**config.mk**
```make
export PLATFORM = sky130hd
export DESIGN_NAME = ttint_ctrl
export DESIGN_NICKNAME = d
export VERILOG_FILES = /design/src/ttint_pkg.sv /design/src/ttint_ctrl.sv
export SDC_FILE = /design/constraint.sdc
export NUM_CORES = 1
export LEC_CHECK = 0
export BUFFER_PORTS_ARGS = -buffer_cell sky130_fd_sc_hd__buf_2
export CORE_AREA = 8 8 49 51
export DETAILED_ROUTE_END_ITERATION = 7
export DIE_AREA = 0 0 57 59
export PLACE_DENSITY = 0.76
export SYNTH_ARGS = -nofsm -noshare
export SYNTH_HDL_FRONTEND = slang
export SYNTH_SLANG_ARGS = --single-unit
```
**constraint.sdc**
```tcl
create_clock -name i_clk -period 3.3 [get_ports i_clk]
set_clock_uncertainty 0.1 [all_clocks]
set_input_delay 0.33 -clock i_clk [delete_from_list [all_inputs] [get_ports i_clk]]
set_output_delay 0.33 -clock i_clk [all_outputs]
set_load 0.1 [all_outputs]
```
**src/ttint_pkg.sv**
```systemverilog
`timescale 1ns / 1ps
// types and constants shared by the timed track interpolator
package ttint_pkg;

    localparam logic [1:0] OP_CLEAR  = 2'd0;
    localparam logic [1:0] OP_APPEND = 2'd1;
    localparam logic [1:0] OP_QUERY  = 2'd2;

    localparam logic [1:0] ST_OK   = 2'd0;
    localparam logic [1:0] ST_FULL = 2'd1;
    localparam logic [1:0] ST_FEW  = 2'd2;
    localparam logic [1:0] ST_ZERO = 2'd3;

    typedef struct packed {
        logic        [1:0]  opcode;
        logic        [31:0] point_time_in;
        logic signed [39:0] point_x_in;
        logic signed [39:0] point_y_in;
        logic signed [39:0] point_z_in;
        logic        [31:0] query_time;
    } t_in_beat;

    typedef struct packed {
        logic        [1:0]  status;
        logic signed [39:0] pos_x;
        logic signed [39:0] pos_y;
        logic signed [39:0] pos_z;
        logic signed [31:0] vel_x;
        logic signed [31:0] vel_y;
    } t_out_beat;

    typedef struct packed {
        logic load;
        logic srch_rd;
        logic srch_upd;
        logic seg;
        logic rd1;
        logic rd2;
        logic lat2;
        logic set_zero;
        logic div_start;
        logic div_step;
        logic mul_init;
        logic mul_step;
        logic fin;
        logic deliver;
    } t_cmd;

    typedef struct packed {
        logic few;
        logic srch_done;
        logic zero_seg;
    } t_stat;

endpackage

```
**src/ttint_ctrl.sv**
```systemverilog
`timescale 1ns / 1ps
// controller: sequences search, segment reads, division, multiply and delivery
module ttint_ctrl import ttint_pkg::*; (
    input  logic  i_clk,
    input  logic  i_rst_n,
    input  logic  i_in_valid,
    input  logic  [1:0] i_opcode,
    output logic  o_in_stall,
    output logic  o_out_valid,
    input  logic  i_out_stall,
    input  t_stat i_stat,
    output t_cmd  o_cmd
);

    localparam logic [6:0] DIV_LAST = 7'd63;
    localparam logic [6:0] MUL_LAST = 7'd32;

    typedef enum logic [3:0] {
        S_IDLE, S_SRD, S_SCMP, S_SEG, S_RD1, S_RD2, S_LAT2, S_CHK,
        S_DIV, S_MULI, S_MUL, S_FIN, S_DLV
    } t_state;

    t_state     r_state;
    t_state     n_state;
    logic [6:0] r_cnt;
    logic [6:0] n_cnt;
    logic       r_out_valid;
    logic       n_out_valid;
    logic       out_free;
    logic       accept;

    assign out_free   = !r_out_valid || !i_out_stall;
    assign o_in_stall = r_state != S_IDLE;
    assign accept     = i_in_valid && r_state == S_IDLE;

    always_comb begin
        o_cmd       = '0;
        n_state     = r_state;
        n_cnt       = r_cnt;
        n_out_valid = r_out_valid && i_out_stall;
        case (r_state)
            S_IDLE: begin
                if (accept) begin
                    o_cmd.load = 1'b1;
                    n_state    = (i_opcode == OP_QUERY && !i_stat.few) ? S_SRD : S_DLV;
                end
            end
            S_SRD: begin
                if (i_stat.srch_done) begin
                    n_state = S_SEG;
                end else begin
                    o_cmd.srch_rd = 1'b1;
                    n_state       = S_SCMP;
                end
            end
            S_SCMP: begin
                o_cmd.srch_upd = 1'b1;
                n_state        = S_SRD;
            end
            S_SEG: begin
                o_cmd.seg = 1'b1;
                n_state   = S_RD1;
            end
            S_RD1: begin
                o_cmd.rd1 = 1'b1;
                n_state   = S_RD2;
            end
            S_RD2: begin
                o_cmd.rd2 = 1'b1;
                n_state   = S_LAT2;
            end
            S_LAT2: begin
                o_cmd.lat2 = 1'b1;
                n_state    = S_CHK;
            end
            S_CHK: begin
                if (i_stat.zero_seg) begin
                    o_cmd.set_zero = 1'b1;
                    n_state        = S_DLV;
                end else begin
                    o_cmd.div_start = 1'b1;
                    n_cnt           = '0;
                    n_state         = S_DIV;
                end
            end
            S_DIV: begin
                o_cmd.div_step = 1'b1;
                n_cnt          = r_cnt + 7'd1;
                if (r_cnt == DIV_LAST) begin
                    n_state = S_MULI;
                end
            end
            S_MULI: begin
                o_cmd.mul_init = 1'b1;
                n_cnt          = '0;
                n_state        = S_MUL;
            end
            S_MUL: begin
                o_cmd.mul_step = 1'b1;
                n_cnt          = r_cnt + 7'd1;
                if (r_cnt == MUL_LAST) begin
                    n_state = S_FIN;
                end
            end
            S_FIN: begin
                o_cmd.fin = 1'b1;
                n_state   = S_DLV;
            end
            S_DLV: begin
                if (out_free) begin
                    o_cmd.deliver = 1'b1;
                    n_out_valid   = 1'b1;
                    n_state       = S_IDLE;
                end
            end
            default: begin
                n_state = S_IDLE;
            end
        endcase
    end

    always_ff @(posedge i_clk) begin
        if (!i_rst_n) begin
            r_state     <= S_IDLE;
            r_cnt       <= '0;
            r_out_valid <= 1'b0;
        end else begin
            r_state     <= n_state;
            r_cnt       <= n_cnt;
            r_out_valid <= n_out_valid;
        end
    end

    assign o_out_valid = r_out_valid;

    a_deliver_free: assert property (@(posedge i_clk) disable iff (!i_rst_n)
        o_cmd.deliver |-> (!r_out_valid || !i_out_stall))
        else $error("result loaded over a waiting beat");

    a_deliver_valid: assert property (@(posedge i_clk) disable iff (!i_rst_n)
        o_cmd.deliver |=> r_out_valid)
        else $error("delivered result not presented");

    a_short_query: assert property (@(posedge i_clk) disable iff (!i_rst_n)
        (accept && i_opcode == OP_QUERY && i_stat.few) |=> r_state == S_DLV)
        else $error("short table query did not go straight to delivery");

    a_div_bound: assert property (@(posedge i_clk) disable iff (!i_rst_n)
        (r_state == S_DIV) |-> (r_cnt <= DIV_LAST))
        else $error("divide step count overran");

endmodule

```
Word-level counts from Yosys, hierarchy flattened. Cells that the tools add are included. Widths: inputs -> output; s select.

Word-level logic and storage cells: 67. Bits in registers: 12.

$add $sub $neg: 1. Eq/ne operators: 20. Reductions and logical operators: 13. Multiplexer cells: 30.

Operators by type and width (count): $pmux 4 s13 (1); $pmux 7 s3 (1); $eq 4x4->1 const B (5); $mux 1 (20); $mux 4 (5); $eq 4x3->1 const B (4); $eq 7x6->1 const B (2); $ne 2x2->1 const B (5); $eq 4x2->1 const B (2); $add 7x1->7 const B (1); $mux 7 (1); $eq 4x1->1 const B (1); $logic_not 4->1 (1); $reduce_and 4->1 (1); $reduce_bool 4->1 (1); $logic_and 1x1->1 (3); $logic_not 1->1 (3); $mux 3 (1); $reduce_bool 3->1 (1); $eq 2x2->1 const B (1); $mux 2 (1); $reduce_and 2->1 (1); $reduce_or 2->1 (1); $logic_or 1x1->1 (1).

Logic depth before layout (Yosys ltp). Gate-level depths: netlist (run 1).

Depth after elaboration: 5. Depth in mapped cells: 6.

Worst setup path after synthesis (run 1). OpenSTA, ideal clock, no wires.

Path type: reg-to-reg. From: register r_state[0]. To: register r_state[2]. Period minus slack after synthesis: 4.642 ns. Stages on the path, launching flop included: 6. Required time: 3.072 ns. Slack: -1.342 ns. Arrival time: 4.415 ns. Buffers on the path: 1. Cell sequence: dfxtp_1 > clkbuf_1 > nor4b_1 > o21ai_0 > nand3_1 > o32ai_1.

Cells in the longest elaborated chain, start to end: 4. Elaborated cells between the ends (all ways): 20.

Ends and longest elaborated chain: start, declared (RTL line ttint_ctrl.sv:23) `t_state r_state;`; start signal, assigned (RTL line ttint_ctrl.sv:128) `r_state <= n_state;`; $logic_not 4->1 (RTL line ttint_ctrl.sv:34, ttint_ctrl.sv:41); $logic_and 1x1->1 (RTL line ttint_ctrl.sv:34) `assign accept = i_in_valid && r_state == S_IDLE;`; $ne 2x2->1 (no source line); $reduce_and 4->1 (no source line).

Several ways; a longest one is shown, not always the timed one. A chain may end at the register's enable or synchronous reset.

==> results of run 1 <==
==> state kept, by name, summed over array words and instances (netlist names) <==
register and cells:
r_state 4, o_out_valid 1, r_cnt 7
==> power groups by stage <==
stage / registers (W) / logic [W] / clock network, W
6_report: 0.000245 / 0.000551 / 0.000122
5_1_grt: 0.000252 / 0.000588 / 0.000134
4_1_cts: 0.000241 / 0.000555 / 0.000125
3_5_place_dp: 0.000246 / 0.000553 / 0
3_3_place_gp: 0.000240 / 0.000549 / 0
2_1_floorplan: 0.000206 / 0.000514 / 0
==> kinds of logic after synthesis <==
group	synth area share
mux	0.0128
compound gates	0.242
buf+inv	0.0686
simple gates	0.338
flops	0.306
fa+ha+maj	0.0319
==> per-layer routing <==
layer,track usage,part of all wire
met1,0.141,0.43
met2,0.192,0.48
met3,0.0429,0.074
met4,0.0503,0.014
met5,0,0
==> metrics by stage <==
step                instance area, sq um  instances
finish                               951        144
CTS                                  951        144
global placement                     915        140
global route                         951        144
detailed placement                   915        140
floorplan                            797        104
==> critical path, delay by kind of cell (launching register included) <==
| family | cells | cell delay [ns] |
|---|---|---|
| flops | 1 | 0.48 |
| buf+inv | 1 | 0.43 |
| simple gates | 2 | 0.76 |
==> area by class of cell <==
class | count | share of cell area
Multi-Input combinational cell | 79 | 0.529
Sequential cell | 12 | 0.253
Timing Repair Buffer | 24 | 0.126
Clock buffer | 4 | 0.0382
Inverter | 8 | 0.0316
Tap cell | 17 | 0.0224
==> layout by cell type (no fill, tap or decap), types with 2 or more instances in the layout <==
| cell | synthesis | routed |
|---|---|---|
| nor3_1 | 4 | 4 |
| o21ai_0 | 7 | 7 |
| nand3_1 | 4 | 4 |
| a21oi_1 | 10 | 10 |
| or4_1 | 2 | 2 |
| nand2_1 | 6 | 6 |
| buf_2 | 1 | 24 |
| inv_1 | 8 | 8 |
| or3_1 | 3 | 3 |
| ha_1 | 2 | 2 |
| o21ai_1 | 2 | 2 |
| nor2_1 | 12 | 12 |
| clkbuf_4 | 0 | 3 |
| a31oi_1 | 2 | 2 |
| dfxtp_1 | 12 | 12 |
| nand2b_1 | 3 | 3 |
==> worst min path at each step <==
| stage | depth (start not counted) | to | slack [ns] | from |
|---|---|---|---|---|
| 2_1_floorplan | 1 | r_cnt[6] | 0.32 | r_cnt[6] |
| 3_3_place_gp | 1 | r_cnt[6] | 0.36 | r_cnt[6] |
| 3_5_place_dp | 1 | r_cnt[6] | 0.36 | r_cnt[6] |
| 4_1_cts | 3 | r_cnt[6] | 0.22 | i_rst_n |
| 5_1_grt | 3 | r_cnt[6] | 0.27 | i_rst_n |
| 6_report | 3 | r_cnt[6] | 0.23 | i_rst_n |
==> metrics.md, run 1 <==
| Metric | Value |
|---|---|
| First-pass GRT wire length | 3.36 mm |
| Number of synthesized flops with an enable pin | 0 |
| Critical Path RT | 2.87 ns |
| Detail Route Antenna Nets | 0 |
| Fin nets | 139 |
| Worst EP arrival | about 1.9 ns |
| Die ar. | ~3400 sq um |
| Syn_area_per_cell | 7.54 sq um |
| Share of cells above drive strength 1 | 0.268 |
| Pre-CTS setup slack | 1.23 ns |
| Most used DFF post-synth | dfxtp_1 |
| Critical setup path kind | flop to output pin |
| Number of DRC markers in iteration 0 | 10 |
| Tot Pwr | 0.000918 W |
| Area occupied by multi-input gates | between 500 and 600 sq um |
| WL/cell | 13.6 um |
| Filler instances | 165 |
| Yosys top cell area share | 0.306 |
| Number of synthesized register bits | 12 |
| Io pins | 25 |
| Setup-failing EPs final | 0 |
| Max-slew violations | 0 |
| Num rows | 15 |
| Critical-path top delay cell | or4_1 |
| Post-cts sizing count | 0 |
| Antenna cells | 0 |
| Storage cell area | 240 sq um |
| Synthesis-to-layout area growth | 21.2% |
| Worst setup path startpoint | r_state[2] |
| Worst Setup EP | o_cmd[13] |
| RSZ-0062 raised after global routing | no |
| Die height | 59 um |
| Via-per-instance ratio | 5.85 |
| GR Overflow Total | 0 |
| Worst min path class | input port to flop |
| Post-Syn Area | 785 sq um |
| Setup TNS | 0 ns |
| GPL Wtd Cong | 0.789 |
| Reg2Reg Launch Point | r_state[2] |
| Sequential share of power | 0.267 |
| Worst reg-to-reg path cell count | 4 |
| Fin. Hold Viols | 0 |
| Startpoint type of the worst setup path | flop |
| GRT Overall Usage | 0.120 |
| # DRC | 0 |
| Initial antenna violation count | 0 |
| Slew headroom | 0.615 |
| Min Tclk post-route | 2.37 ns |
| Net Sw Frac | 0.595 |
| Crit-path cells | or4_1 -> nor2_1 -> buf_2 |
| Lkg Pwr | ~0.4 nW |
| Core area | 1650 sq um |
| Status | finished clean |
| CTS root buffer | clkbuf_4 |
| Synth warn | 0 |
| Largest net degree at the start of global routing | 18 |
| Syn nets | 115 |
| Clk pwr share | 0.133 |
| CTS buffer count | 3 |
| Quantity of hold-fixing buffers added after cts | 0 |
| Clock latency on the worst-skew pair | 0.28 ns |
| P_int | 0.000372 W |
| Unique cell type count in the Yosys netlist | 38 |
| Worst Setup End Kind | output pin |
| Clock transition at path regs | 0.09 ns |
| Power share of the combinational group | 0.601 |
| Most instantiated cells after synthesis | 12 x dfxtp_1, 12 x nor2_1, 10 x a21oi_1 |
| Worst slew pin tran | 0.564 ns |
| VDD IR-drop max | 0.000470 V |
| Post-CTS Setup Inserts | 0 |
| Final worst slack | 0.927 ns |
| CP max stage delay | 0.65 ns |
| Die X | 57 um |
| IO buf count | 24 |
| CTS tree | done |
| Final Util | 0.576 |
| Post-DP HPWL | approximately 1.5 mm |
| Max-cap violation count | 0 |
| P_sw | 0.000546 W |
| Clk sinks | 12 |
| Routed WL | between 1.5 and 2 mm |
| Synth area leaders | dfxtp_1 31%, a21oi_1 6.4%, nor2_1 5.7% |
| Post-route clock period utilization | 0.719 |
| Worst r2r dst | r_cnt[5] |
| Cell Pwr Density | 965 nW/um^2 |
| Fmax | between 0.4 and 0.5 GHz |
| Total vias in the final route | 842 |
| Mapped Cells | 104 |
| Asr flop ratio synth | 0 |
| Sequential fraction of the synthesis area | 0.306 |
| Initial core utilization | 0.475 |
| Crit-path max FO | 17 |
| Hold slack | 0.230 ns |
| Setup slack, reg-to-reg | 1.26 ns |
| Clock Tree Buf Depth | 2 |
| Vias in the first global route | 757 |
| DR pass1 iterations | 4 |
| Area leader, netlist | dfxtp_1 |
| H-tree Lvls | 1 |
Note: power is estimated with default switching activity, not from simulation.
==> run 2, diff against run 1 <==
--- a/config.mk
+++ b/config.mk
@@ -6,10 +6,10 @@
 export NUM_CORES = 1
 export LEC_CHECK = 0
 export BUFFER_PORTS_ARGS = -buffer_cell sky130_fd_sc_hd__buf_2
-export CORE_AREA = 8 8 49 51
+export CORE_AREA = 8 8 52 54
 export DETAILED_ROUTE_END_ITERATION = 7
-export DIE_AREA = 0 0 57 59
-export PLACE_DENSITY = 0.76
+export DIE_AREA = 0 0 60 62
+export PLACE_DENSITY = 0.7
 export SYNTH_ARGS = -nofsm -noshare
 export SYNTH_HDL_FRONTEND = slang
 export SYNTH_SLANG_ARGS = --single-unit
==> constraint.sdc (replaced) <==
create_clock -name i_clk -period 2.1 [get_ports i_clk]
set_clock_uncertainty 0.1 [all_clocks]
set_input_delay 0.21 -clock i_clk [delete_from_list [all_inputs] [get_ports i_clk]]
set_output_delay 0.21 -clock i_clk [all_outputs]
set_load 0.1 [all_outputs]
==> metrics.md, run 2 (synthesis gave the netlist of run 1 again) <==
| Metric | Value |
|---|---|
| Io pins | 25 (unchanged) |
| Antenna cells | 0 (unchanged) |
| Num rows | 16 (+1) |
| Status | finished clean |
| Worst min path class | input port to flop |
| Clock transition at path regs | 0.07 ns (-0.02 ns) |
| Worst Setup End Kind | output pin |
| Die height | 62 um (+5.1%) |
| Post-CTS Setup Inserts | 0 (unchanged) |
| Post-route insts no fill | 155 (+7.6%) |
| H-tree Lvls | 1 (unchanged) |
| Reg with most FFs | r_cnt |
| Via-per-instance ratio | 5.49 (-6.1%) |
| Fin nets | 141 (+1.4%) |
| Max-slew violations | 0 (unchanged) |
| GPL Wtd Cong | 0.794 (+0.61%) |
| IO buf count | 24 (unchanged) |
| DR pass1 iterations | 4 (unchanged) |
| RSZ-0062 raised after global routing | no |
| Synthesis-to-layout area growth | 37.8% |
| GRT Overall Usage | 0.117 (-0.00288) |
| Critical setup path kind | flop to output pin |
| CP max stage delay | 0.67 ns (+0.02 ns) |
| Vias in the first global route | 755 (-0.26%) |
| Filler instances | 180 (+9.1%) |
| CTS root buffer | clkbuf_4 |
| Worst slew pin tran | 0.495 ns (-0.0685 ns) |
| Detail Route Antenna Nets | 0 (unchanged) |
| First-pass GRT wire length | 3.28 mm (-2.3%) |
| Initial antenna violation count | 0 (unchanged) |
| CTS tree | done |
| Max reg flops | 7 (unchanged) |
| Crit-path cells | or4_1 -> buf_2 |
| GR Overflow Total | 0 (unchanged) |
| Crit-path max FO | 9 (-8) |
| Final worst slack | 0.0924 ns (-0.835 ns) |
| Clk sinks | 12 (unchanged) |
| Placed Cells | 152 (+8.6%) |
| Post-route clock period utilization | 0.956 |
| Setup slack, reg-to-reg | 0.21 ns (-1.05 ns) |
| Die ar. | 3720 sq um (+11%) |
| Lkg Pwr | 0.435 nW (+6.9%) |
| Final Util | 0.568 (-0.00734) |
| CP top delay family | simple AND/OR/NAND/NOR gates |
| Worst EP arrival | 1.70 ns (-0.24 ns) |
| Share of cells above drive strength 1 | 0.359 (+0.0917) |
| Post-DP HPWL | 1.63 mm (+7.3%) |
| Tot Pwr | 0.00151 W (+65%) |
| Cell Pwr Density | 1400 nW/um^2 (+45%) |
| Die X | 60 um (+5.3%) |
| Largest net degree at the start of global routing | 16 (-2) |
| # DRC | 0 (unchanged) |
| Min Tclk post-route | roughly 2.0 ns |
| Storage cell area | 243 sq um (+1.0%) |
| Pre-CTS setup slack | 0.233 ns (-0.993 ns) |
| VDD IR-drop max | 0.000866 V (+84%) |
| WL/cell | 13.2 um (-3.2%) |
| Fin. Hold Viols | 0 (unchanged) |
| Total vias in the final route | 851 (+1.1%) |
| Initial core utilization | 0.412 (-0.0625) |
| Number of DRC markers in iteration 0 | 16 (+6) |
| Critical Path RT | 1.79 ns (-1.08 ns) |
| Clock latency on the worst-skew pair | 0.28 ns (about the same) |
| Max-cap violation count | 0 (unchanged) |
| Slew headroom | 0.672 (+0.0577) |
| Fmax | approximately 0.5 GHz |
| Core area | 1900 sq um (+15%) |
| Routed WL | 2.04 mm (+4.2%) |
| CTS buffer count | 3 (unchanged) |
| Setup-failing EPs final | 0 (unchanged) |
| Critical-path top delay cell | or4_1 |
| Most common cell after layout, fill and taps aside | buf_2 |
| CP bufs+invs | 1 (unchanged) |
| Startpoint type of the worst setup path | flop |
| Commonest cells after routing, fill and taps aside | 20 x buf_2, 10 x dfxtp_1, 9 x a21oi_1 |
| Area occupied by multi-input gates | 557 sq um (+11%) |
| Clock Tree Buf Depth | 2 (unchanged) |
-- run 2: cell count changes in the layout (fill, tap and decap cells not counted), sizes merged --
cell and change:
buf +2, clkbuf -1
-- run 2: stage by stage --
stage	area (sq um)	TNS (ns)	hold WS, ns
floorplan	866	-1.45	0.248
global placement	1060	0	0.343
detailed placement	1060	0	0.351
CTS	1080	0	0.124
global route	1080	0	0.151
finish	1080	0	0.129
-- run 2: power breakdown --
group / total, W / internal, W / switching, W
sequential: 0.000361 / 0.000270 / 0.0000911
combinational: 0.00101 / 0.000283 / 0.000725
clock: 0.000143 / 0.0000665 / 0.0000760
-- run 2: what timing repair did --
item	CTS	global route
setup endpoints to repair	0	1
gates resized for setup	0	1
hold buffers	0	0
-- run 2: final timing paths --
kind                                 start         end  cells past startpoint
worst max-delay path            r_state[3]  o_in_stall                      2
worst min-delay path               i_rst_n    r_cnt[6]                      3
worst max register to register  r_state[1]    r_cnt[5]                      4
worst min register to register    r_cnt[6]    r_cnt[6]                      1
-- run 2: final cells by class --
| type | count | share of cell area |
|---|---|---|
| Sequential cell | 12 | 0.225 |
| Clock buffer | 3 | 0.0208 |
| Timing Repair Buffer | 26 | 0.181 |
| Inverter | 8 | 0.0278 |
| Multi-Input combinational cell | 79 | 0.515 |
| Tap cell | 27 | 0.0312 |
-- run 2: layer usage --
layer / share of wire / vias up / GRT usage
li1: - / 429 / -
met1: 0.46 / 387 / 0.141
met2: 0.43 / 30 / 0.178
met3: 0.082 / 5 / 0.0370
met4: 0.023 / 0 / 0.0714
met5: 0 / - / 0
-- run 2: worst min-delay path, cell delays in order --
cell and delay, ns:
buf_2 0.13, o21ai_0 0.07, a31oi_1 0.04
==> run 3, diff against run 2 <==
--- a/config.mk
+++ b/config.mk
@@ -6,10 +6,12 @@
 export NUM_CORES = 1
 export LEC_CHECK = 0
 export BUFFER_PORTS_ARGS = -buffer_cell sky130_fd_sc_hd__buf_2
-export CORE_AREA = 8 8 52 54
+export CELL_PAD_IN_SITES_DETAIL_PLACEMENT = 0
+export CELL_PAD_IN_SITES_GLOBAL_PLACEMENT = 1
+export CORE_AREA = 8 8 48 78
 export DETAILED_ROUTE_END_ITERATION = 7
-export DIE_AREA = 0 0 60 62
-export PLACE_DENSITY = 0.7
+export DIE_AREA = 0 0 56 86
+export PLACE_DENSITY_LB_ADDON = 0.1
 export SYNTH_ARGS = -nofsm -noshare
 export SYNTH_HDL_FRONTEND = slang
 export SYNTH_SLANG_ARGS = --single-unit
==> metrics.md, run 3 (synthesis gave the netlist of run 1 again) <==
| Metric | Value |
|---|---|
| Status | finished clean |
| DR pass1 iterations | 4 (unchanged) |
| Die ar. | 4820 sq um (+29%) |
| RSZ-0062 raised after global routing | no |
| GPL Wtd Cong | 0.746 (-6.0%) |
| Slew headroom | 0.674 (+0.00210) |
| Clk sinks | 12 (unchanged) |
| Final Util | 0.425 (-0.144) |
| Worst Setup End Kind | output pin |
| Min Tclk post-route | 1.99 ns (-0.0187 ns) |
| Die height | 86 um (+39%) |
| # DRC | 0 (unchanged) |
| Worst min path class | input port to flop |
| Max reg flops | 7 (unchanged) |
| Fmax | 0.503 GHz (+0.94%) |
| Post-route clock period utilization | 0.947 (-0.00891) |
| Via-per-instance ratio | 5.33 (-2.9%) |
| Post-CTS Setup Inserts | 0 (unchanged) |
| Fin. Hold Viols | 0 (unchanged) |
| Hold Path Cell Cnt | 3 (unchanged) |
| Filler instances | 286 (+59%) |
| Antenna cells | 0 (unchanged) |
| Placed Cells | 154 (+1.3%) |
| Quantity of hold-fixing buffers added after cts | 0 (unchanged) |
| Core area | 2690 sq um (+41%) |
| Detail Route Antenna Nets | 0 (unchanged) |
| Startpoint type of the worst setup path | flop |
| Initial antenna violation count | 0 (unchanged) |
| Max-cap violation count | 0 (unchanged) |
| Total vias in the final route | 842 (-1.1%) |
| Reg with most FFs | r_cnt |
| CTS tree | done |
| Fin nets | 143 (+1.4%) |
| Worst EP arrival | 1.68 ns (-0.02 ns) |
| Hold slack | 0.172 ns (+0.0432 ns) |
| VDD IR-drop max | 0.000655 V (-24%) |
| Initial core utilization | 0.292 (-0.121) |
| GR Overflow Total | 0 (unchanged) |
| Clock transition at path regs | 0.06 ns (about the same) |
| Setup-failing EPs final | 0 (unchanged) |
| Largest net degree at the start of global routing | 16 (unchanged) |
| Lkg Pwr | 0.463 nW (+6.5%) |
| Critical setup path kind | flop to output pin |
| Final Cell Area | 1140 sq um (+5.7%) |
| WL/cell | 14.8 um (+13%) |
| Commonest cells after routing, fill and taps aside | 19 x buf_2, 11 x dfxtp_1, 9 x a21oi_1 |
| Cell Pwr Density | 1470 nW/um^2 (+4.8%) |
| Post-DP HPWL | 1.97 mm (+21%) |
| Io pins | 25 (unchanged) |
| Area post-placement | 1090 sq um (+2.8%) |
| Post-route insts no fill | 158 (+1.9%) |
| Crit-path max FO | 9 (unchanged) |
| Critical Path RT | 1.79 ns (about the same) |
| GRT Overall Usage | 0.100 (-0.0170) |
| Share of cells above drive strength 1 | 0.366 (+0.00704) |
| First-pass GRT wire length | 4.08 mm (+24%) |
| Clock Tree Buf Depth | 2 (unchanged) |
| Die X | 56 um (-6.7%) |
| Post-cts sizing count | 0 (unchanged) |
| CTS buffer count | 3 (unchanged) |
| Synthesis-to-layout area growth | 45.6% |
| Vias in the first global route | 903 (+20%) |
| CTS root buffer | clkbuf_8 |
| Worst reg-to-reg path cell count | 4 (unchanged) |
| IO buf count | 24 (unchanged) |
| Max-slew violations | 0 (unchanged) |
| Worst slew pin tran | 0.492 ns (-0.00317 ns) |
| Clock latency on the worst-skew pair | 0.24 ns (-0.04 ns) |
| Routed WL | 2.35 mm (+15%) |
| Tot Pwr | 0.00167 W (+11%) |
| Number of DRC markers in iteration 0 | 11 (-5) |
| Most common cell after layout, fill and taps aside | buf_2 |
| Num rows | 25 (+9) |
| H-tree Lvls | 1 (unchanged) |
## run 3: layout make-up
class / count / area [sq um] / share of cell area
multi-input combinational: 79 / 557 / 0.487
sequential: 12 / 241 / 0.211
timing repair buffer: 28 / 225 / 0.197
clock buffer: 4 / 55.1 / 0.0482
tap: 27 / 33.8 / 0.0296
inverter: 8 / 30.0 / 0.0263
## run 3: path summary, 6_finish.rpt
check / from / end / slack, ns
setup / recovery: r_state[3] / o_in_stall / 0.11
hold / removal: i_stat[1] / r_state[0] / 0.17
setup reg to reg: r_state[3] / r_state[3] / 0.26
hold reg to reg: r_cnt[6] / r_cnt[6] / 0.40
## run 3: through the flow
step,setup TNS [ns],setup WS (ns)
after floorplan,-1.45,-0.456
after global placement,0,0.247
after detailed placement,0,0.244
after CTS,0,0.102
after global routing,0,0.0540
final,0,0.111
## run 3: power by group
group          switching [W]  leakage [nW]  internal (W)
Sequential         0.0000801        0.0979      0.000269
Clock              0.0000888        0.0288      0.000166
Combinational       0.000756         0.337      0.000315
Total               0.000925         0.463      0.000750
## run 3: worst max-delay path: stages, from the launching register on
cell and delay, ns:
dfxtp_1 0.40, or4_1 0.68, buf_2 0.35
## run 3: metal layers
layer	GRT usage	share of wire
met4	0.0330	0.0098
met2	0.209	0.60
met5	0	0
met3	0.0325	0.046
met1	0.0818	0.35
